`src/design/uart_baud_divisor_calc_assert.svh`:
```
// Assertion macros shared by the baud divisor calculator RTL.
// Depends on a clock named clk and an active-low reset named arst_n in scope.
`ifndef UART_BAUD_DIVISOR_CALC_ASSERT_SVH
`define UART_BAUD_DIVISOR_CALC_ASSERT_SVH

// Same-cycle implication, checked outside reset.
`define UBD_ASSERT_IMP(lbl, ante, cons, msg) \
	lbl: assert property (@(posedge clk) disable iff (!arst_n) (ante) |-> (cons)) \
	else $error(msg);

// Implication with a fixed delay in cycles, checked outside reset.
`define UBD_ASSERT_DLY(lbl, ante, dly, cons, msg) \
	lbl: assert property (@(posedge clk) disable iff (!arst_n) (ante) |-> ##(dly) (cons)) \
	else $error(msg);

`endif

```
`src/design/ubd_pkg.sv`:
```
// Shared types and constants for the UART baud divisor calculator.
// No dependencies; every design module imports this package.
package ubd_pkg;

	// Field widths.
	localparam int CLK_W    = 32;
	localparam int BAUD_W   = 24;
	localparam int MANT_W   = 12;
	localparam int FRAC_W   = 4;
	localparam int WORD_W   = 16;
	localparam int STATUS_W = 2;

	// Long division: quotient bits retired per stage and number of stages.
	localparam int DIV_STEP   = 4;
	localparam int DIV_STAGES = 10;
	localparam int NUM_W      = DIV_STEP * DIV_STAGES;
	localparam int DEN_W      = BAUD_W + 1;

	// Width of the quotient once it is known to be below the saturation limit.
	localparam int T_W   = 22;
	localparam int REM_W = 10;
	localparam int X_W   = 15;
	localparam int FR_W  = 5;

	// Arithmetic constants.
	localparam logic [7:0]      MUL_CLOCK  = 8'd125;
	localparam logic [T_W-1:0]  DEC_SCALE  = 22'd1000;
	localparam logic [X_W-1:0]  ROUND_HALF = 15'd500;
	localparam logic [T_W-1:0]  SAT_LIMIT  = 22'd4096000;
	// ceil(2^32 / 1000), exact for quotients below SAT_LIMIT.
	localparam logic [22:0]     RECIP_MANT = 23'd4294968;
	localparam int              RECIP_MANT_SH = 32;
	// ceil(2^24 / 1000), exact for numerators below 16500.
	localparam logic [X_W-1:0]  RECIP_FRAC = 15'd16778;
	localparam int              RECIP_FRAC_SH = 24;

	// Cycles from an accepted request to its result strobe.
	localparam int LATENCY = DIV_STAGES + 5;

	typedef enum logic [STATUS_W-1:0] {
		ST_OK    = 2'd0,
		ST_CLK0  = 2'd1,
		ST_BAUD0 = 2'd2,
		ST_SAT   = 2'd3
	} status_t;

	// Request attributes that ride alongside the arithmetic.
	typedef struct packed {
		logic clk_zero;
		logic baud_zero;
		logic over8;
	} side_t;

endpackage

```
`src/design/ubd_front.sv`:
```
// Input stage: forms the scaled clock numerator and the baud denominator.
// Depends on ubd_pkg.
module ubd_front (
	input  logic                        clk,
	input  logic                        arst_n,
	input  logic                        start,
	input  logic [ubd_pkg::CLK_W-1:0]   clock_hz,
	input  logic [ubd_pkg::BAUD_W-1:0]  baud_rate,
	input  logic                        oversample_by_8,
	output logic                        valid_s1,
	output logic [ubd_pkg::NUM_W-1:0]   num_s1,
	output logic [ubd_pkg::DEN_W-1:0]   den_s1,
	output ubd_pkg::side_t              side_s1
);
	import ubd_pkg::*;

	logic [NUM_W-1:0] num_d;
	logic [DEN_W-1:0] den_d;
	side_t            side_d;

	// Numerator is clock times 125; denominator is baud, doubled when oversampling by 16.
	always_comb begin
		num_d = NUM_W'(clock_hz) * NUM_W'(MUL_CLOCK);
		den_d = oversample_by_8 ? {1'b0, baud_rate} : {baud_rate, 1'b0};
		side_d.clk_zero  = (clock_hz == '0);
		side_d.baud_zero = (baud_rate == '0);
		side_d.over8     = oversample_by_8;
	end

	// Valid flag is control state and resets.
	always_ff @(posedge clk or negedge arst_n) begin
		if (!arst_n) begin
			valid_s1 <= 1'b0;
		end else begin
			valid_s1 <= start;
		end
	end

	// Payload registers.
	always_ff @(posedge clk) begin
		num_s1  <= num_d;
		den_s1  <= den_d;
		side_s1 <= side_d;
	end

endmodule

```
`config.mk`:
```
export PLATFORM = sky130hd
export DESIGN_NAME = ubd_front
export DESIGN_NICKNAME = d
export VERILOG_FILES = /design/src/design/uart_baud_divisor_calc_assert.svh /design/src/design/ubd_pkg.sv /design/src/design/ubd_front.sv
export SDC_FILE = /design/constraint.sdc
export NUM_CORES = 1
export LEC_CHECK = 0
export ABC_AREA = 1
export BUFFER_PORTS_ARGS = -buffer_cell sky130_fd_sc_hd__buf_2
export CORE_ASPECT_RATIO = 0.9
export CORE_MARGIN = 4
export CORE_UTILIZATION = 50
export DETAILED_ROUTE_END_ITERATION = 16
export PLACE_DENSITY_LB_ADDON = 0.1
export SYNTH_ARGS = -nofsm -noshare
export SYNTH_HDL_FRONTEND = slang
export SYNTH_SLANG_ARGS = --single-unit
```
`constraint.sdc`:
```
create_clock -name clk -period 0.8 [get_ports clk]
set_input_delay 0.08 -clock clk [delete_from_list [all_inputs] [get_ports clk]]
set_output_delay 0.08 -clock clk [all_outputs]
set_load 0.02 [all_outputs]
```
==> reports/results.ini <==
[place]
place_ws_ns=-2.98
port_buffers=127
place.gp.congestion=0.871
placed_cell_area_um2=10500
dp_hpwl_mm=17.3

[global_route]
antenna_found_initial=0
gr-usage-all-layers_pct=27.5
grt_max_degree=50
grt_pass1_vias=8087
grt_pass1_wl_mm=39.6
grt-ovfl-total=0

[layout]
syn2layout_area_growth_pct=64.6
final_area_um2=13200
antenna_cells=0
fin_nets=1599
layout_common_cells=213 x inv_1, 137 x buf_4, 112 x nand2_1
final_common_cell=inv_1
fillers=788
drive_gt1_share_pct=52.6

[die]
core_um2=15500
ios=129
die_h_um=128
dieArea_um2=18100
placementRows=43
start_util_pct=51.5
die_w_um=141

[setup_path]
crit_chain=buf_8 > clkinvlp_4 > buf_4 > buf_6 > ha_4 > inv_2 > fa_1 > fa_1 > inv_2 > fa_1 > ha_4 > a21oi_4 > nand2_2 > nand2_2 > nand3_4 > nand2_4 > nand2_4 > buf_6 > xor2_1
cp_max_fo=4
arrival_ns=3.68
cp.required_ns=1.04
critPathCaptureType=flop
crit_top_cell=fa_1
slowest_stage=fa_1
critPathLaunch=clock_hz[4]
slowest_delay_ns=0.55
crit_type=in -> reg
cp-endpoint=num_s1[21]
worstSetupStartpointType=input port

[routing]
post_drt_wl_per_cell_um=17.2
antenna_left=0
drt_wl_total_mm=26.3
drc=0
dr.pass1.iters=5
via_count=7727
vias_per_cell=5.06
drt_iter0_drc=336

[cts]
clk_path_buf_depth=2
clkTransAtPathRegs_ns=0.07
h-tree-depth=3
cts_buffers=9
clock_sinks=68
cts_tree=yes
cts_root_buffer=clkbuf_16

[logic_synthesis]
synth-edff-count=0
async_flop_share_pct=1.47
synth_cell_types=24
syn_avg_cell_area_um2=8.03
synth-seq-cells=68
seq_area_frac_synth_pct=17.1
yosys_warnings=0
synthFlopType=dfxtp_1
syn_area_um2=8010
syn_inst=997
synth_fp_nets=1276

[timing]
hold_viol=1
setup_viol=105
finalSetupTns_ns=-89.90
min_period_over_period_pct=430
holdWs_ns=-0.00209
slew_viol_final=0
period_needed_ns=3.44
rsz0062_at_grt=true
clock.fmax_mhz=291
setup_ws_ns=-2.64

[run_status]
status=finished, violations left
violations=hold timing, setup timing

[flow_run]
max-cap-violations=0

[hold_path]
hold_depth=3
hold_class=in -> reg

## registers in the layout, indices dropped and copies added, names as in the netlist
signal and cells:
num_s1 39, side_s1 3, den_s1 25, valid_s1 1
## cell type report
| class | instances | area [µm²] | share of cell area [%] |
|---|---|---|---|
| inverters | 278 | 1150 | 8.70 |
| multi-input cells | 645 | 7200 | 54.7 |
| flip-flops and latches | 68 | 1450 | 11.0 |
| clock inverters | 7 | 83.8 | 0.636 |
| repair buffers | 318 | 2810 | 21.4 |
| clock buffers | 9 | 225 | 1.71 |
| well taps | 202 | 253 | 1.92 |
## kinds of logic (layout without fill, tap and decap cells)
group / after synthesis / in the layout / share of synthesized area [%]
compound gates: 84 / 84 / 5.36
xor+xnor: 20 / 20 / 2.19
fa+ha+maj: 219 / 219 / 45.3
buf+inv: 284 / 612 / 13.4
flops: 68 / 68 / 17.1
other cells: 1 / 1 / 0.0468
simple gates: 321 / 321 / 16.7
## how the worst min path moves through the flow
stage                        from         end
global placement           arst_n    valid_s1
finish               baud_rate[8]   den_s1[9]
CTS                 baud_rate[20]  side_s1[1]
detailed placement         arst_n    valid_s1
global route         baud_rate[8]   den_s1[9]
floorplan                  arst_n    valid_s1
## metal layers
metal | up-vias | track usage (%) | part of all wire, %
met3 | 62 | 3.13 | 4.9
met1 | 3767 | 35.4 | 41
met5 | - | 0 | 0
met2 | 286 | 48.4 | 51
met4 | 0 | 8.97 | 3.0
li1 | 3612 | - | -
## Yosys cell counts, types with 2 or more instances
cell type  number  area [µm²]
nand3_1        23         115
xor2_1         16         140
nand3_2         4        40.0
inv_1         278        1040
nor3_1         13        65.1
nor2_2          2        12.5
fa_1          118        2360
dfxtp_1        67        1340
nor2_1         53         199
nand2_1       204         766
nand4_1        11        68.8
o21bai_1        3        22.5
nor4_1          3        18.8
ha_1          101        1260
a21oi_1        45         225
nand2_2         7        43.8
clkbuf_1        5        18.8
xnor2_1         4        35.0
o21ai_0        35         175
## worst max-delay path: cells and delay by family
kind / cells / cell delay (ns)
fa+ha+maj: 5 / 2.01
buf+inv: 7 / 0.74
simple gates: 5 / 0.52
compound gates: 1 / 0.19
xor+xnor: 1 / 0.13
## metrics by stage
step | cells | hold slack, ns | util [%]
CTS | 1520 | -0.00185 | 82.1
finish | 1527 | -0.00209 | 84.7
floorplan | 997 | -0.216 | -
global placement | 1454 | -0.139 | 67.5
detailed placement | 1454 | -0.138 | 67.5
global route | 1527 | 0.0196 | 84.7
## what timing repair did
| action | CTS | global route |
|---|---|---|
| setup endpoints to repair | 105 | 105 |
| gates resized for setup | 485 | 92 |
| pin swaps | 108 | 62 |
| endpoints found under the hold margin | 20 | 1 |
| hold buffers | 21 | 1 |
| buffers inserted | 32 | 10 |
Power is left out: the tool's default activity adds up to more than one toggle a clock period on the data nets, which glitch-free logic cannot reach.
