### config.mk
export PLATFORM = sky130hd
export DESIGN_NAME = ubd_divider
export DESIGN_NICKNAME = d
export VERILOG_FILES = /design/src/design/uart_baud_divisor_calc_assert.svh /design/src/design/ubd_pkg.sv /design/src/design/ubd_divider.sv
export SDC_FILE = /design/constraint.sdc
export NUM_CORES = 2
export LEC_CHECK = 0
export ABC_CLOCK_PERIOD_IN_PS = 21700
export BUFFER_PORTS_ARGS = -buffer_cell sky130_fd_sc_hd__buf_2
export CAP_MARGIN = 25
export CORE_MARGIN = 4
export CORE_UTILIZATION = 50
export CTS_CLUSTER_DIAMETER = 30
export CTS_CLUSTER_SIZE = 40
export DETAILED_ROUTE_END_ITERATION = 16
export PLACE_DENSITY_LB_ADDON = 0.12
export SLEW_MARGIN = 20
export SYNTH_ARGS = -nofsm -noshare
export SYNTH_HDL_FRONTEND = slang
export SYNTH_SLANG_ARGS = --single-unit
### constraint.sdc
create_clock -name clk -period 21.7 [get_ports clk]
set_input_delay 3.255 -clock clk [delete_from_list [all_inputs] [get_ports clk]]
set_output_delay 3.255 -clock clk [all_outputs]
set_load 0.02 [all_outputs]
### src/design/uart_baud_divisor_calc_assert.svh
// Assertion macros shared by the baud divisor calculator RTL.
// Depends on a clock named clk and an active-low reset named arst_n in scope.
`ifndef UART_BAUD_DIVISOR_CALC_ASSERT_SVH
`define UART_BAUD_DIVISOR_CALC_ASSERT_SVH

// Same-cycle implication, checked outside reset.
`define UBD_ASSERT_IMP(lbl, ante, cons, msg) \
	lbl: assert property (@(posedge clk) disable iff (!arst_n) (ante) |-> (cons)) \
	else $error(msg);

// Implication with a fixed delay in cycles, checked outside reset.
`define UBD_ASSERT_DLY(lbl, ante, dly, cons, msg) \
	lbl: assert property (@(posedge clk) disable iff (!arst_n) (ante) |-> ##(dly) (cons)) \
	else $error(msg);

`endif

### src/design/ubd_pkg.sv
// Shared types and constants for the UART baud divisor calculator.
// No dependencies; every design module imports this package.
package ubd_pkg;

	// Field widths.
	localparam int CLK_W    = 32;
	localparam int BAUD_W   = 24;
	localparam int MANT_W   = 12;
	localparam int FRAC_W   = 4;
	localparam int WORD_W   = 16;
	localparam int STATUS_W = 2;

	// Long division: quotient bits retired per stage and number of stages.
	localparam int DIV_STEP   = 4;
	localparam int DIV_STAGES = 10;
	localparam int NUM_W      = DIV_STEP * DIV_STAGES;
	localparam int DEN_W      = BAUD_W + 1;

	// Width of the quotient once it is known to be below the saturation limit.
	localparam int T_W   = 22;
	localparam int REM_W = 10;
	localparam int X_W   = 15;
	localparam int FR_W  = 5;

	// Arithmetic constants.
	localparam logic [7:0]      MUL_CLOCK  = 8'd125;
	localparam logic [T_W-1:0]  DEC_SCALE  = 22'd1000;
	localparam logic [X_W-1:0]  ROUND_HALF = 15'd500;
	localparam logic [T_W-1:0]  SAT_LIMIT  = 22'd4096000;
	// ceil(2^32 / 1000), exact for quotients below SAT_LIMIT.
	localparam logic [22:0]     RECIP_MANT = 23'd4294968;
	localparam int              RECIP_MANT_SH = 32;
	// ceil(2^24 / 1000), exact for numerators below 16500.
	localparam logic [X_W-1:0]  RECIP_FRAC = 15'd16778;
	localparam int              RECIP_FRAC_SH = 24;

	// Cycles from an accepted request to its result strobe.
	localparam int LATENCY = DIV_STAGES + 5;

	typedef enum logic [STATUS_W-1:0] {
		ST_OK    = 2'd0,
		ST_CLK0  = 2'd1,
		ST_BAUD0 = 2'd2,
		ST_SAT   = 2'd3
	} status_t;

	// Request attributes that ride alongside the arithmetic.
	typedef struct packed {
		logic clk_zero;
		logic baud_zero;
		logic over8;
	} side_t;

endpackage

### src/design/ubd_divider.sv
// Pipelined restoring divider: DIV_STEP quotient bits per register stage.
// Depends on ubd_pkg.
module ubd_divider (
	input  logic                       clk,
	input  logic                       arst_n,
	input  logic                       valid_in,
	input  logic [ubd_pkg::NUM_W-1:0]  num_in,
	input  logic [ubd_pkg::DEN_W-1:0]  den_in,
	input  ubd_pkg::side_t             side_in,
	output logic                       valid_out,
	output logic [ubd_pkg::NUM_W-1:0]  quo_out,
	output ubd_pkg::side_t             side_out
);
	import ubd_pkg::*;

	// Stage registers; the dividend, remainder and divisor are dropped after the last stage.
	logic             valid_s [DIV_STAGES];
	logic [NUM_W-1:0] quo_s   [DIV_STAGES];
	side_t            side_s  [DIV_STAGES];
	logic [NUM_W-1:0] num_s   [DIV_STAGES-1];
	logic [DEN_W-1:0] rem_s   [DIV_STAGES-1];
	logic [DEN_W-1:0] den_s   [DIV_STAGES-1];

	for (genvar k = 0; k < DIV_STAGES; k++) begin : g_stage
		logic             v_in;
		logic [NUM_W-1:0] n_in;
		logic [NUM_W-1:0] q_in;
		logic [DEN_W-1:0] r_in;
		logic [DEN_W-1:0] d_in;
		side_t            s_in;
		logic [NUM_W-1:0] n_nx;
		logic [NUM_W-1:0] q_nx;
		logic [DEN_W-1:0] r_nx;

		// Stage inputs come from the ports or from the previous stage.
		if (k == 0) begin : g_head
			assign v_in = valid_in;
			assign n_in = num_in;
			assign q_in = '0;
			assign r_in = '0;
			assign d_in = den_in;
			assign s_in = side_in;
		end else begin : g_body
			assign v_in = valid_s[k-1];
			assign n_in = num_s[k-1];
			assign q_in = quo_s[k-1];
			assign r_in = rem_s[k-1];
			assign d_in = den_s[k-1];
			assign s_in = side_s[k-1];
		end

		// For each of DIV_STEP bits: shift in one dividend bit, subtract if possible, record the quotient bit.
		always_comb begin : step
			logic [DEN_W:0] trial;
			n_nx  = n_in;
			q_nx  = q_in;
			r_nx  = r_in;
			trial = '0;
			for (int j = 0; j < DIV_STEP; j++) begin
				trial = {r_nx, n_nx[NUM_W-1]};
				n_nx  = {n_nx[NUM_W-2:0], 1'b0};
				if (trial >= {1'b0, d_in}) begin
					trial = trial - {1'b0, d_in};
					q_nx  = {q_nx[NUM_W-2:0], 1'b1};
				end else begin
					q_nx  = {q_nx[NUM_W-2:0], 1'b0};
				end
				r_nx = trial[DEN_W-1:0];
			end
		end

		always_ff @(posedge clk or negedge arst_n) begin
			if (!arst_n) begin
				valid_s[k] <= 1'b0;
			end else begin
				valid_s[k] <= v_in;
			end
		end

		always_ff @(posedge clk) begin
			quo_s[k]  <= q_nx;
			side_s[k] <= s_in;
		end

		// Working operands are only kept while later stages need them.
		if (k < DIV_STAGES - 1) begin : g_carry
			always_ff @(posedge clk) begin
				num_s[k] <= n_nx;
				rem_s[k] <= r_nx;
				den_s[k] <= d_in;
			end
		end
	end

	assign valid_out = valid_s[DIV_STAGES-1];
	assign quo_out   = quo_s[DIV_STAGES-1];
	assign side_out  = side_s[DIV_STAGES-1];

endmodule

==> flow_metrics.tcl <==
set metrics [dict create \
    outcome "complete, no violations" \
    die-area_um2 158400 \
    r2r_cells 45 \
    ant_nets 0 \
    finalCritPeriodShare 0.6596 \
    hold_violations 0 \
    cp.required_ns 22.37 \
    grt_pass1_wl_um 373000 \
    synthTopCellsByArea "dfxtp_1 23%, ha_1 16%, mux2_2 7.5%" \
    min_to "num_s[0][137]" \
    cp-end-kind "register" \
    grt_pass1_vias 64870 \
    cts-resized-gates 0 \
    path_buf_inv 4 \
    yosys.area.top_type "dfxtp_1" \
    dr.first_iter.drc_count 6228 \
    hold_path.class "reg -> reg" \
    fillCellCount 13660 \
    vias 68470 \
    worst_pin_slew_ns 1.145 \
    wl_per_cell_um 21.63 \
    layout.nets 10220 \
    finalSetupViolCount 0 \
    ys_seq_elements 890 \
    skew_ns 0.04567 \
    critPathArrivalTime_ns 14.98 \
    drc 0 \
    slew_viol_final 0 \
    async_flop_share 0.01124 \
    cts_tree "yes" \
    routabilityCongestion 0.9774 \
    clock-root-buffer "clkbuf_16" \
    max_freq_ghz 0.06987 \
    r2r_end "rem_s[0][100]" \
    cts_setup_buffers 0 \
    path_class "reg -> reg" \
    htree_levels 4 \
    synth_cells 8975 \
    hold_depth 0 \
    crit_slowest_cell "a31oi_4" \
    dp_hpwl_um 197700 \
    start_util 0.5055 \
    antenna_found_initial 10 \
    ys.flop_type "dfxtp_1" \
    multi_input_area_um2 55320 \
    holdBufCountCts 0 \
    coreArea_um2 150500 \
    yosysUniqueCellTypes 113 \
    synth_fp_nets 10060 \
    drive_gt1_frac 0.1226 \
    ys_warn_count 0 \
    dieWidth_um 398.0 \
    ios 115 \
    cts.sinks 890 \
    wl_um 244700 \
    cap_violations 0 \
    grt-ovfl-total 0 \
    setup_tns_ns 0 \
    syn-cell-area_um2 76070 \
    regArea_um2 17870 \
    cp_top_family "compound AO/OA/AOI/OAI gates" \
    grt_usage 0.2981 \
    dr.pass1.iters 8 \
    period_minus_slack_ns 14.31 \
    synth_edf_count 0 \
    portBuffers 114 \
    rows 142 \
    synth_top_area_frac 0.2316 \
    r2r_slack_ns 7.39 \
    start_kind "register" \
    clk_latency_ns 0.82 \
    min_from "num_s[0][97]" \
    cts_buffer_depth 3 \
    grt_max_degree 45 \
    synthToLayoutAreaGrowth_pct 11.93 \
    rsz0062_at_grt "false" \
    fp.dieH_um 398.0 \
    avgViaCountPerCell 6.053 \
    synth_area_per_cell_um2 8.475 \
    synth_seq_area_share 0.2349 \
    cts_buffers 180 \
    critPathMaxStageDelay_ns 0.82 \
    clk_pin_slew_ns 0.06 \
    regToRegStartpoint "den_s[0][76]" \
    slew-limit-headroom 0.2345 \
    worstPathMaxFanout 37 \
]
-- cell usage in the layout (no fill, tap or decap), types with 31 or more instances in the layout --
master	n
nand4_1	136
and2_1	44
nand2_1	603
o21a_1	150
xnor2_1	499
a211o_1	31
nand2b_1	130
clkbuf_16	183
fa_1	38
a211oi_1	111
nand3_1	186
o21ai_0	534
mux2_2	509
nor2b_1	116
nor4_1	37
a21o_1	361
a21oi_1	750
dfxtp_1	880
o31ai_1	71
a21boi_0	39
o21bai_1	106
a221o_1	36
and3_1	73
xor2_1	236
inv_1	566
nor2_1	552
o31a_1	32
o211ai_1	77
a31oi_1	71
ha_1	977
buf_2	114
nor3_1	194
or2_2	36
mux2i_1	101
or3_1	57
-- per-stage QoR --
step	cell area, µm²	worst slack, ns	util	cells	hold slack [ns]
after floorplan	76070	8.805	-	8975	0.3096
after global placement	78660	7.237	0.5227	10970	0.3097
after detailed placement	78680	7.061	0.5229	10970	0.3121
after CTS	85110	7.530	0.5656	11300	0.2977
after global routing	85130	6.569	0.5657	11310	0.2974
final	85140	7.387	0.5658	11310	0.2902
-- flip-flops by register name, summed over array words and instances, names as in the netlist --
| name | count |
|---|---|
| quo_s | 220 |
| valid_out | 1 |
| side_s | 30 |
| rem_s | 225 |
| den_s | 225 |
| num_s | 180 |
| g_stage.v_in | 9 |
-- cells in the mapped netlist (116+ instances only) --
cell type / number
ha_1: 977
dfxtp_1: 880
a21oi_1: 750
nand2_1: 603
inv_1: 566
nor2_1: 552
o21ai_0: 534
mux2_2: 509
xnor2_1: 499
a21o_1: 361
xor2_1: 236
nor3_1: 194
nand3_1: 186
o21a_1: 150
nand4_1: 136
nand2b_1: 130
nor2b_1: 116
-- metal layers --
layer / global-route usage / wire, µm
met4: 0.1189 / 9936
met1: 0.4173 / 113800
met5: 0 / 13
met3: 0.04305 / 16180
met2: 0.4597 / 104800
-- worst max path at each step --
stage	cells after the start	slack, ns	startpoint	endpoint
floorplan	44	8.80	num_in[39]	rem_s[0][24]
global placement	40	7.24	den_in[9]	rem_s[0][17]
detailed placement	41	7.06	den_in[9]	rem_s[0][16]
CTS	45	7.53	den_s[0][76]	rem_s[0][100]
global route	45	6.57	den_s[0][76]	rem_s[0][100]
finish	45	7.39	den_s[0][76]	rem_s[0][100]
-- cell type report --
| type | instances | area share |
|---|---|---|
| timing repair buffer | 140 | 0.009317 |
| clock buffer | 210 | 0.05651 |
| tap | 2016 | 0.02963 |
| inverter | 584 | 0.02575 |
| antenna | 5 | 0.0001470 |
| clock inverter | 123 | 0.01899 |
| multi-input combinational | 7342 | 0.6498 |
| sequential | 890 | 0.2099 |
-- cells by family after synthesis --
group	Yosys count	share of synthesized area
AO/OA/AOI/OAI	2680	0.2317
AND/OR/NAND/NOR	2268	0.1451
adder cells (fa/ha/maj)	1015	0.1707
flip-flops	890	0.2349
buffers and inverters	743	0.03826
XOR/XNOR	735	0.08463
multiplexers	644	0.09470
Power is left out: the tool's default activity adds up to more than one toggle a clock period on the data nets, which glitch-free logic cannot reach.
