<file path="config.mk">
export PLATFORM = sky130hd
export DESIGN_NAME = ubd_post
export DESIGN_NICKNAME = d
export VERILOG_FILES = /design/src/design/ubd_pkg.sv /design/src/design/ubd_post.sv
export VERILOG_INCLUDE_DIRS = /design/src /design/src/design
export SDC_FILE = /design/constraint.sdc
export NUM_CORES = 1
export LEC_CHECK = 0
export CAP_MARGIN = 15
export CORE_UTILIZATION = 45
export CTS_CLUSTER_DIAMETER = 100
export DETAILED_ROUTE_END_ITERATION = 6
export DONT_BUFFER_PORTS = 1
export PLACE_DENSITY = 0.67
export SETUP_SLACK_MARGIN = 0.4
export SLEW_MARGIN = 20
export SYNTH_ARGS = -nofsm -noshare
export SYNTH_HDL_FRONTEND = slang
export SYNTH_SLANG_ARGS = --single-unit
</file>
<file path="constraint.sdc">
create_clock -name clk -period 8.38 [get_ports clk]
set_input_delay 0.419 -clock clk [delete_from_list [all_inputs] [get_ports clk]]
set_output_delay 0.419 -clock clk [all_outputs]
set_load 0.05 [all_outputs]
</file>
<file path="src/design/uart_baud_divisor_calc_assert.svh">
// Assertion macros shared by the baud divisor calculator RTL.
// Depends on a clock named clk and an active-low reset named arst_n in scope.
`ifndef UART_BAUD_DIVISOR_CALC_ASSERT_SVH
`define UART_BAUD_DIVISOR_CALC_ASSERT_SVH

// Same-cycle implication, checked outside reset.
`define UBD_ASSERT_IMP(lbl, ante, cons, msg) \
	lbl: assert property (@(posedge clk) disable iff (!arst_n) (ante) |-> (cons)) \
	else $error(msg);

// Implication with a fixed delay in cycles, checked outside reset.
`define UBD_ASSERT_DLY(lbl, ante, dly, cons, msg) \
	lbl: assert property (@(posedge clk) disable iff (!arst_n) (ante) |-> ##(dly) (cons)) \
	else $error(msg);

`endif

</file>
<file path="src/design/ubd_pkg.sv">
// Shared types and constants for the UART baud divisor calculator.
// No dependencies; every design module imports this package.
package ubd_pkg;

	// Field widths.
	localparam int CLK_W    = 32;
	localparam int BAUD_W   = 24;
	localparam int MANT_W   = 12;
	localparam int FRAC_W   = 4;
	localparam int WORD_W   = 16;
	localparam int STATUS_W = 2;

	// Long division: quotient bits retired per stage and number of stages.
	localparam int DIV_STEP   = 4;
	localparam int DIV_STAGES = 10;
	localparam int NUM_W      = DIV_STEP * DIV_STAGES;
	localparam int DEN_W      = BAUD_W + 1;

	// Width of the quotient once it is known to be below the saturation limit.
	localparam int T_W   = 22;
	localparam int REM_W = 10;
	localparam int X_W   = 15;
	localparam int FR_W  = 5;

	// Arithmetic constants.
	localparam logic [7:0]      MUL_CLOCK  = 8'd125;
	localparam logic [T_W-1:0]  DEC_SCALE  = 22'd1000;
	localparam logic [X_W-1:0]  ROUND_HALF = 15'd500;
	localparam logic [T_W-1:0]  SAT_LIMIT  = 22'd4096000;
	// ceil(2^32 / 1000), exact for quotients below SAT_LIMIT.
	localparam logic [22:0]     RECIP_MANT = 23'd4294968;
	localparam int              RECIP_MANT_SH = 32;
	// ceil(2^24 / 1000), exact for numerators below 16500.
	localparam logic [X_W-1:0]  RECIP_FRAC = 15'd16778;
	localparam int              RECIP_FRAC_SH = 24;

	// Cycles from an accepted request to its result strobe.
	localparam int LATENCY = DIV_STAGES + 5;

	typedef enum logic [STATUS_W-1:0] {
		ST_OK    = 2'd0,
		ST_CLK0  = 2'd1,
		ST_BAUD0 = 2'd2,
		ST_SAT   = 2'd3
	} status_t;

	// Request attributes that ride alongside the arithmetic.
	typedef struct packed {
		logic clk_zero;
		logic baud_zero;
		logic over8;
	} side_t;

endpackage

</file>
<file path="src/design/ubd_post.sv">
// Back end: splits the quotient into mantissa and rounded fraction, handles
// the rounding carry, saturation and zero inputs, and registers the result.
// Depends on ubd_pkg and uart_baud_divisor_calc_assert.svh.
`include "uart_baud_divisor_calc_assert.svh"

module ubd_post (
	input  logic                          clk,
	input  logic                          arst_n,
	input  logic                          valid_in,
	input  logic [ubd_pkg::NUM_W-1:0]     quo_in,
	input  ubd_pkg::side_t                side_in,
	output logic                          done,
	output logic                          write_enable,
	output logic [ubd_pkg::WORD_W-1:0]    divisor_word,
	output logic [ubd_pkg::MANT_W-1:0]    mantissa,
	output logic [ubd_pkg::FRAC_W-1:0]    fraction,
	output logic [ubd_pkg::STATUS_W-1:0]  status
);
	import ubd_pkg::*;

	logic              valid_s12, valid_s13, valid_s14, valid_s15;
	side_t             side_s12, side_s13, side_s14, side_s15;
	logic              big_s12, big_s13, big_s14;
	logic [T_W-1:0]    t_s12;
	logic [MANT_W-1:0] q_s12, q_s13, q_s14;
	logic [X_W-1:0]    x_s13;
	logic [FR_W-1:0]   fr_s14;
	logic              we_s15;
	logic [MANT_W-1:0] mant_s15;
	logic [FRAC_W-1:0] frac_s15;
	status_t           st_s15;

	logic [44:0]       mant_prod;
	logic [T_W-1:0]    back_mul;
	logic [REM_W-1:0]  rem_d;
	logic [X_W-1:0]    x_d;
	logic [29:0]       frac_prod;
	logic [FR_W-1:0]   limit;
	logic              carry;
	logic [FR_W-1:0]   fr_adj;
	logic [MANT_W:0]   mant_c;
	logic              sat;
	logic              we_d;
	logic [MANT_W-1:0] mant_d;
	logic [FRAC_W-1:0] frac_d;
	status_t           st_d;

	// Stage 12: saturation test and reciprocal multiply for quotient / 1000.
	assign mant_prod = 45'(quo_in[T_W-1:0]) * 45'(RECIP_MANT);

	// Stage 13: remainder and the scaled, rounded numerator of the fraction.
	always_comb begin
		back_mul = T_W'(q_s12) * DEC_SCALE;
		rem_d    = REM_W'(t_s12 - back_mul);
		x_d      = side_s12.over8 ? X_W'({rem_d, 3'b000}) : X_W'({rem_d, 4'b0000});
		x_d      = x_d + ROUND_HALF;
	end

	// Stage 14: reciprocal multiply for the rounded fraction.
	assign frac_prod = 30'(x_s13) * 30'(RECIP_FRAC);

	// Stage 15: rounding carry, saturation and the special input cases.
	always_comb begin
		limit  = side_s14.over8 ? FR_W'(8) : FR_W'(16);
		carry  = (fr_s14 >= limit);
		fr_adj = carry ? fr_s14 - limit : fr_s14;
		mant_c = {1'b0, q_s14} + (MANT_W+1)'(carry);
		sat    = big_s14 | mant_c[MANT_W];
		if (side_s14.clk_zero) begin
			we_d = 1'b0; mant_d = '0; frac_d = '0; st_d = ST_CLK0;
		end else if (side_s14.baud_zero) begin
			we_d = 1'b0; mant_d = '0; frac_d = '0; st_d = ST_BAUD0;
		end else if (sat) begin
			we_d   = 1'b1;
			mant_d = '1;
			frac_d = FRAC_W'(limit - FR_W'(1));
			st_d   = ST_SAT;
		end else begin
			we_d   = 1'b1;
			mant_d = mant_c[MANT_W-1:0];
			frac_d = fr_adj[FRAC_W-1:0];
			st_d   = ST_OK;
		end
	end

	// Valid flags move down the pipe every cycle.
	always_ff @(posedge clk or negedge arst_n) begin
		if (!arst_n) begin
			valid_s12 <= 1'b0;
			valid_s13 <= 1'b0;
			valid_s14 <= 1'b0;
			valid_s15 <= 1'b0;
		end else begin
			valid_s12 <= valid_in;
			valid_s13 <= valid_s12;
			valid_s14 <= valid_s13;
			valid_s15 <= valid_s14;
		end
	end

	// Payload registers.
	always_ff @(posedge clk) begin
		side_s12 <= side_in;
		big_s12  <= (quo_in >= NUM_W'(SAT_LIMIT));
		t_s12    <= quo_in[T_W-1:0];
		q_s12    <= mant_prod[RECIP_MANT_SH +: MANT_W];

		side_s13 <= side_s12;
		big_s13  <= big_s12;
		q_s13    <= q_s12;
		x_s13    <= x_d;

		side_s14 <= side_s13;
		big_s14  <= big_s13;
		q_s14    <= q_s13;
		fr_s14   <= frac_prod[RECIP_FRAC_SH +: FR_W];

		side_s15 <= side_s14;
		we_s15   <= we_d;
		mant_s15 <= mant_d;
		frac_s15 <= frac_d;
		st_s15   <= st_d;
	end

	assign done         = valid_s15;
	assign write_enable = we_s15;
	assign mantissa     = mant_s15;
	assign fraction     = frac_s15;
	assign divisor_word = {mant_s15, frac_s15};
	assign status       = STATUS_W'(st_s15);

	// Write enable follows status, saturation clamps, 8x fractions stay below 8, skips are zero.
	`UBD_ASSERT_IMP(a_we_status, done, write_enable == (st_s15 == ST_OK || st_s15 == ST_SAT), "write enable disagrees with status")
	`UBD_ASSERT_IMP(a_sat_mant, done && st_s15 == ST_SAT, mant_s15 == '1 && (frac_s15 == 4'd15 || frac_s15 == 4'd7), "saturated result not clamped")
	`UBD_ASSERT_IMP(a_over8_frac, done && side_s15.over8, !frac_s15[FRAC_W-1], "fraction out of range when oversampling by 8")
	`UBD_ASSERT_IMP(a_skip_zero, done && !write_enable, mant_s15 == '0 && frac_s15 == '0, "skipped result carries a nonzero divisor")

endmodule

</file>
==> results by group, run 1 <==
Status
  – Status: finished, final reports clean

Final layout
  – Nets: 1589
  – Area Growth Syn to Fin: 5.043%
  – Share of layout cells above drive strength 1: 0.02739
  – Diode count: 0

Worst setup path
  – Arrival time at the worst endpoint: 5.43 ns
  – Crit Path Category: in -> reg
  – Startpoint type of the worst setup path: input port
  – CP Max Fanout: 8
  – CP endpoint kind: flip-flop
  – Required time worst endpoint: 8.61 ns

Global route
  – Vias in the first global route: 7690
  – Antenna violations before repair: 0
  – GRT overflow: 0
  – Largest net degree at the start of global routing: 26
  – First-pass GRT wire length: 38440 um
  – GRT Resource Usage Total: 0.1916

Floorplan
  – I/O pin count: 82
  – Core Rows: 57
  – Core Footprint: 24460 um2
  – Full die area: 25780 um2
  – Die Ht: 160.6 um
  – Die W: 160.6 um
  – Starting density of the core: 0.4625

Place
  – IO buf count: 0
  – HPWL after DPL: 19930 um
  – Placer Congestion: 0.8874

Clock network
  – Htree depth: 3
  – Clk sinks: 98
  – CTS clock-pin slew for the worst setup and hold paths: 0.08 ns
  – Clock latency on the worst-skew pair: 0.35 ns
  – Buffer levels on the longest clock path: 2
  – CTS tree: done
  – Num CTS Buffers: 9
  – Post-CTS Resized: 0
  – Root buffer cell: clkbuf_16

Yosys
  – Mapped Area: 11310 um2
  – Yosys warns: 0
  – Top cells by area, synth: ha_1 33%, fa_1 21%, dfxtp_1 17%
  – Synth Register Bits: 98
  – Register area share after synthesis: 0.1752
  – Yosys top cell by area: ha_1
  – Syn_nets: 1600
  – Number of synthesized flops with an enable pin: 0
  – Cell count after synthesis: 1138
  – Syn_area_per_cell: 9.941 um2
  – Async set or reset register ratio after synthesis: 0.04082
  – Synth cell types: 63
  – Share of the synthesized area in the top cell type: 0.3285
  – Main flop type after synthesis: dfxtp_1

Flow run
  – MaxCap Viol Count: 0

Routing
  – Total Wirelength: 22880 um
  – WL/cell: 15.71 um
  – Via count: 7210
  – Initial DRC count: 331
  – # DRC: 0
  – DRT Pass-1 Iters: 4
  – Vias per cell: 4.952
  – Post-DRT Antenna Nets: 0

STA
  – Final Skew: 0.01550 ns
  – Final Hold Viols: 0
  – Setup TNS: 0 ns
  – Unrepaired setup endpoints after global routing: no
  – Worst-margin pin slew: 0.9427 ns
  – Tmin final: 5.200 ns
  – Final Setup Violations: 0
  – Period utilisation layout: 0.6205
  – Fmax: 192.3 MHz
  – Fin. max-slew vios: 0
  – Slew headroom: 0.3707

Hold path
  – Hold Path Class: in -> reg
==> per-stage QoR <==
stage	utilization	instance area [um2]	hold WS [ns]	cells	worst slack, ns
floorplan	-	11310	0.1234	1138	3.122
finish	0.4858	11880	0.08589	1456	3.180
detailed placement	0.4731	11570	0.1235	1439	2.792
global placement	0.4731	11570	0.1235	1439	2.909
global route	0.4858	11880	0.06493	1456	2.901
CTS	0.4858	11880	0.07335	1456	3.167
==> routing by layer <==
metal	GRT usage	wire length (um)	vias to the layer above
li1	-	-	3620
met1	0.2476	10620	3444
met2	0.3314	10860	118
met3	0.03280	992	28
met4	0.04675	408	0
met5	0	0	-
==> layout by cell type (no fill, tap or decap), types with 3 or more instances in the layout <==
cell         n
clkbuf_16    9
or3_1        3
dfrtp_1      4
inv_8        3
o21bai_1     5
xnor2_1     34
inv_1      312
nand3_1      7
o21ai_0     14
mux2i_1      4
o21ai_1      5
a211oi_1    11
o21a_1       7
nor3_1      13
nor2_1      31
nor2b_1      3
o211ai_1     4
nor4_1       4
nand4_1      9
a21oi_1     35
and3_1       4
dfxtp_1     94
xor2_1      12
nand2_1     20
ha_1       297
fa_1       119
a21o_1      17
==> state kept, by name, summed over array words and instances (netlist names), 2 cells and up <==
register and flops:
mantissa 12, q_s12 12, q_s13 12, q_s14 12, x_s13 12, t_s12 10, fr_s14 5, fraction 4
side_s12 3, side_s13 3, side_s14 3, status 2
==> timing repair <==
action                     in CTS  in global routing
hold endpoints to repair        4                  0
setup endpoints to repair       0                  0
hold buffers                    1                  0
buffers inserted                0                  0
==> cell usage after synthesis, drive strengths merged, types with 3 or more instances <==
cell	count
or2	4
clkbuf	6
a31o	3
nor2	31
o21ai	20
a211oi	11
or3	3
nand4	9
xnor2	34
dfrtp	4
a31oi	3
xor2	13
o21bai	6
ha	297
nor4	4
fa	119
buf	17
inv	313
mux2i	4
nor2b	3
nand2	20
a21oi	37
dfxtp	94
a21o	17
and3	4
o21a	7
nor3	13
nand3	8
o211ai	4
a2111oi	3
==> worst max-delay path: stages <==
cell and delay [ns]:
ha_1 0.32, ha_1 0.22, inv_1 0.09, fa_1 0.55, inv_1 0.05, fa_1 0.47
fa_1 0.52, fa_1 0.50, ha_1 0.32, ha_1 0.33, nand3_1 0.11, nor3_1 0.34
o221ai_1 0.25, a31oi_4 0.26, o21ai_4 0.13, o311ai_4 0.34, a21oi_2 0.10, xnor2_1 0.12
==> cells by family after synthesis <==
kind of cell	after synthesis	share of synthesized area
AO/OA/AOI/OAI	129	0.08074
XOR/XNOR	47	0.03705
adder cells (fa/ha/maj)	416	0.5390
buffers and inverters	336	0.1168
flip-flops	98	0.1752
multiplexers	5	0.004534
AND/OR/NAND/NOR	107	0.04667
==> cell type report <==
cell class / count / area [um2]
multi-input cells: 704 / 8010
flip-flops and latches: 98 / 1982
repair buffers: 1 / 10.01
well taps: 324 / 405.4
clock inverters: 7 / 76.32
clock buffers: 9 / 225.2
fillers: 2285 / 12580
inverters: 313 / 1175
==> worst paths after layout <==
path | startpoint | end | slack, ns | cells past startpoint
worst max-delay path | quo_in[9] | q_s12[11] | 3.18 | 18
worst min-delay path | quo_in[6] | t_s12[6] | 0.09 | 0
worst max register to register | x_s13[9] | fr_s14[3] | 3.58 | 16
worst min register to register | q_s13[11] | q_s14[11] | 0.32 | 0
max in group asynchronous | arst_n | valid_s12 | 7.86 | 1
min in group asynchronous | arst_n | valid_s14 | 0.34 | 1
Power of run 1 is left out: the tool's default activity adds up to more than one toggle a clock period on the data nets, which glitch-free logic cannot reach.
==> run 2: changes to the inputs <==
==> constraint.sdc (replaced) <==
create_clock -name clk -period 4.93 [get_ports clk]
set_input_delay 0.2465 -clock clk [delete_from_list [all_inputs] [get_ports clk]]
set_output_delay 0.2465 -clock clk [all_outputs]
set_load 0.05 [all_outputs]
==> results by group, run 2 (same netlist as run 1, synthesis figures left out) <==
Routing
  – Post-DRT Antenna Nets: 0 (unchanged)
  – # DRC: 0 (unchanged)
  – Initial DRC count: 283 (-15%)
  – Vias per cell: 5.026 (+1.5%)
  – DRT Pass-1 Iters: 5 (+1)
  – WL/cell: 16.50 um (+5.0%)
  – Via count: 7488 (+3.9%)
  – Total Wirelength: 24580 um (+7.4%)

Global route
  – Vias in the first global route: 7861 (+2.2%)
  – Antenna violations before repair: 0 (unchanged)
  – First-pass GRT wire length: 39910 um (+3.8%)
  – GRT overflow: 0 (unchanged)
  – Largest net degree at the start of global routing: 26 (unchanged)
  – GRT Resource Usage Total: 0.1979 (+0.006265)

Clock network
  – CTS tree: done
  – Clock latency on the worst-skew pair: 0.34 ns (about the same)
  – Buffer levels on the longest clock path: 2 (unchanged)
  – CTS clock-pin slew for the worst setup and hold paths: 0.07 ns (about the same)
  – Clk sinks: 98 (unchanged)
  – Htree depth: 3 (unchanged)
  – Num CTS Buffers: 9 (unchanged)
  – Root buffer cell: clkbuf_16

Worst setup path
  – CP Launch Point: quo_in[2]
  – Slowest Stage Delay on Critical Path: 0.55 ns (about the same)
  – CP Max Fanout: 8 (unchanged)
  – Slowest CP cell: fa_1
  – Critical Path, Cell by Cell: ha_4 -> ha_4 -> inv_2 -> fa_2 -> fa_1 -> inv_2 -> fa_2 -> fa_1 -> inv_2 -> fa_1 -> inv_2 -> ha_4 -> a211oi_2 -> nand2_1 -> a211oi_2 -> o211ai_1 -> a31oi_4 -> o21bai_4 -> a21oi_2 -> xnor2_2
  – R2r setup slk: 0.58 ns (-3.00 ns)
  – Worst R2R End: fr_s14[3]
  – Required time worst endpoint: 5.17 ns (-3.44 ns)
  – Arrival time at the worst endpoint: 4.92 ns (-0.51 ns)
  – CP endpoint kind: flip-flop
  – R2R depth: 16 (unchanged)
  – Crit path top cell by count: inv_2
  – Crit Path Category: in -> reg
  – Reg2Reg Launch Point: x_s13[8]
  – Buf/Inv on CP: 4 (+2)
  – Startpoint type of the worst setup path: input port
  – Crit-path leading delay family: adder cells

STA
  – Fmax: 213.6 MHz
  – Final Setup Violations: 0 (unchanged)
  – Final Hold Viols: 0 (unchanged)
  – Final Skew: 0.009923 ns (-0.005578 ns)
  – Fin. max-slew vios: 0 (unchanged)
  – Worst-margin pin slew: 0.9568 ns (+0.01411 ns)
  – Unrepaired setup endpoints after global routing: yes
  – Period utilisation layout: 0.9498
  – Tmin final: 4.683 ns
  – Slew headroom: 0.3591 (-0.01153)

Final layout
  – Post-route cell area: 13110 um2 (+10%)
  – Nets: 1624 (+2.2%)
  – Area Growth Syn to Fin: 15.87%
  – Commonest non-fill, non-tap cell in the layout: inv_1
  – Share of layout cells above drive strength 1: 0.1484 (+0.1210)
  – Commonest cells after routing, fill and taps aside: 288 x inv_1, 253 x ha_1, 107 x fa_1
  – Diode count: 0 (unchanged)

Floorplan
  – Starting density of the core: 0.4625 (unchanged)
  – I/O pin count: 82 (unchanged)
  – Die Ht: 160.6 um (unchanged)
  – Full die area: 25780 um2 (unchanged)
  – Die W: 160.6 um (unchanged)
  – Core Rows: 57 (unchanged)
  – Core Footprint: 24460 um2 (unchanged)

Hold path
  – Hold Path Class: in -> reg
  – Hold EP: big_s12
  – Worst Hold Depth: 2 (+2)
  – Worst Min Path Start: quo_in[37]

Place
  – HPWL after DPL: 20320 um (+2.0%)
  – IO buf count: 0 (unchanged)
  – Cell area after placement: 12040 um2 (+4.1%)
  – Placer Congestion: 0.9267 (+4.4%)

Status
  – Status: finished, final reports clean

Flow run
  – MaxCap Viol Count: 0 (unchanged)
[run 2: cell types whose count changed in the layout (fill, tap and decap cells not counted), moves of 12 or more]
cell,before,now
buf_4,0,16
dlygate4sd3_1,1,16
fa_1,119,107
fa_2,0,12
ha_1,297,253
ha_4,0,41
inv_1,312,288
inv_2,1,15
[run 2: per-stage QoR]
stage | setup slack [ns] | instances | hold WS [ns] | utilization | TNS (ns)
floorplan | 0.2869 | 1138 | -0.04909 | - | 0
global placement | -0.3776 | 1445 | -0.04898 | 0.4923 | -0.8995
detailed placement | -0.3616 | 1445 | -0.04894 | 0.4923 | -0.8362
CTS | 0.2736 | 1481 | 0.1286 | 0.5213 | 0
global route | 0.1030 | 1490 | 0.1244 | 0.5359 | 0
finish | 0.2474 | 1490 | 0.1282 | 0.5359 | 0
[run 2: per-layer routing]
metal	GRT usage	part of all wire	routed length, um
met1	0.2688	0.46	11410
met2	0.3233	0.46	11410
met3	0.04520	0.058	1432
met4	0.03593	0.013	325
met5	0	0	0
[run 2: worst reg2reg max path, cell delays in order (launching register included)]
cell and delay, ns:
dfxtp_2 0.37, ha_1 0.32, ha_1 0.20, ha_1 0.28, fa_1 0.48, inv_1 0.05, fa_1 0.54, inv_1 0.05
ha_1 0.28, ha_1 0.32, a21o_1 0.19, a221oi_4 0.34, a2bb2oi_4 0.22, a2111oi_4 0.10, o21a_1 0.22, o21ai_2 0.18
o31a_1 0.16
[run 2: final cells by class]
class                           count  area (um2)
Clock inverter                      4       73.82
Timing Repair Buffer               36       325.3
Clock buffer                       11       252.7
Fill cell                        2124       11350
Sequential cell                    98        2001
Tap cell                          324       405.4
Inverter                          313        1236
Multi-Input combinational cell    704        8815
[run 2: how the worst max path moves through the flow]
| stage | endpoint | slack [ns] | cells after the start |
|---|---|---|---|
| floorplan | q_s12[11] | 0.29 | 21 |
| global placement | q_s12[1] | -0.38 | 21 |
| detailed placement | q_s12[1] | -0.36 | 21 |
| CTS | q_s12[1] | 0.27 | 21 |
| global route | q_s12[1] | 0.10 | 20 |
| finish | q_s12[1] | 0.25 | 20 |
[run 2: what timing repair did]
item	4_1_cts	5_1_grt
pin swaps	26	36
endpoints found under the hold margin	19	0
hold buffers	16	0
setup buffers	5	9
gates resized for setup	37	57
endpoints found under the setup margin	14	16
Power of run 2 is left out for the same reason.
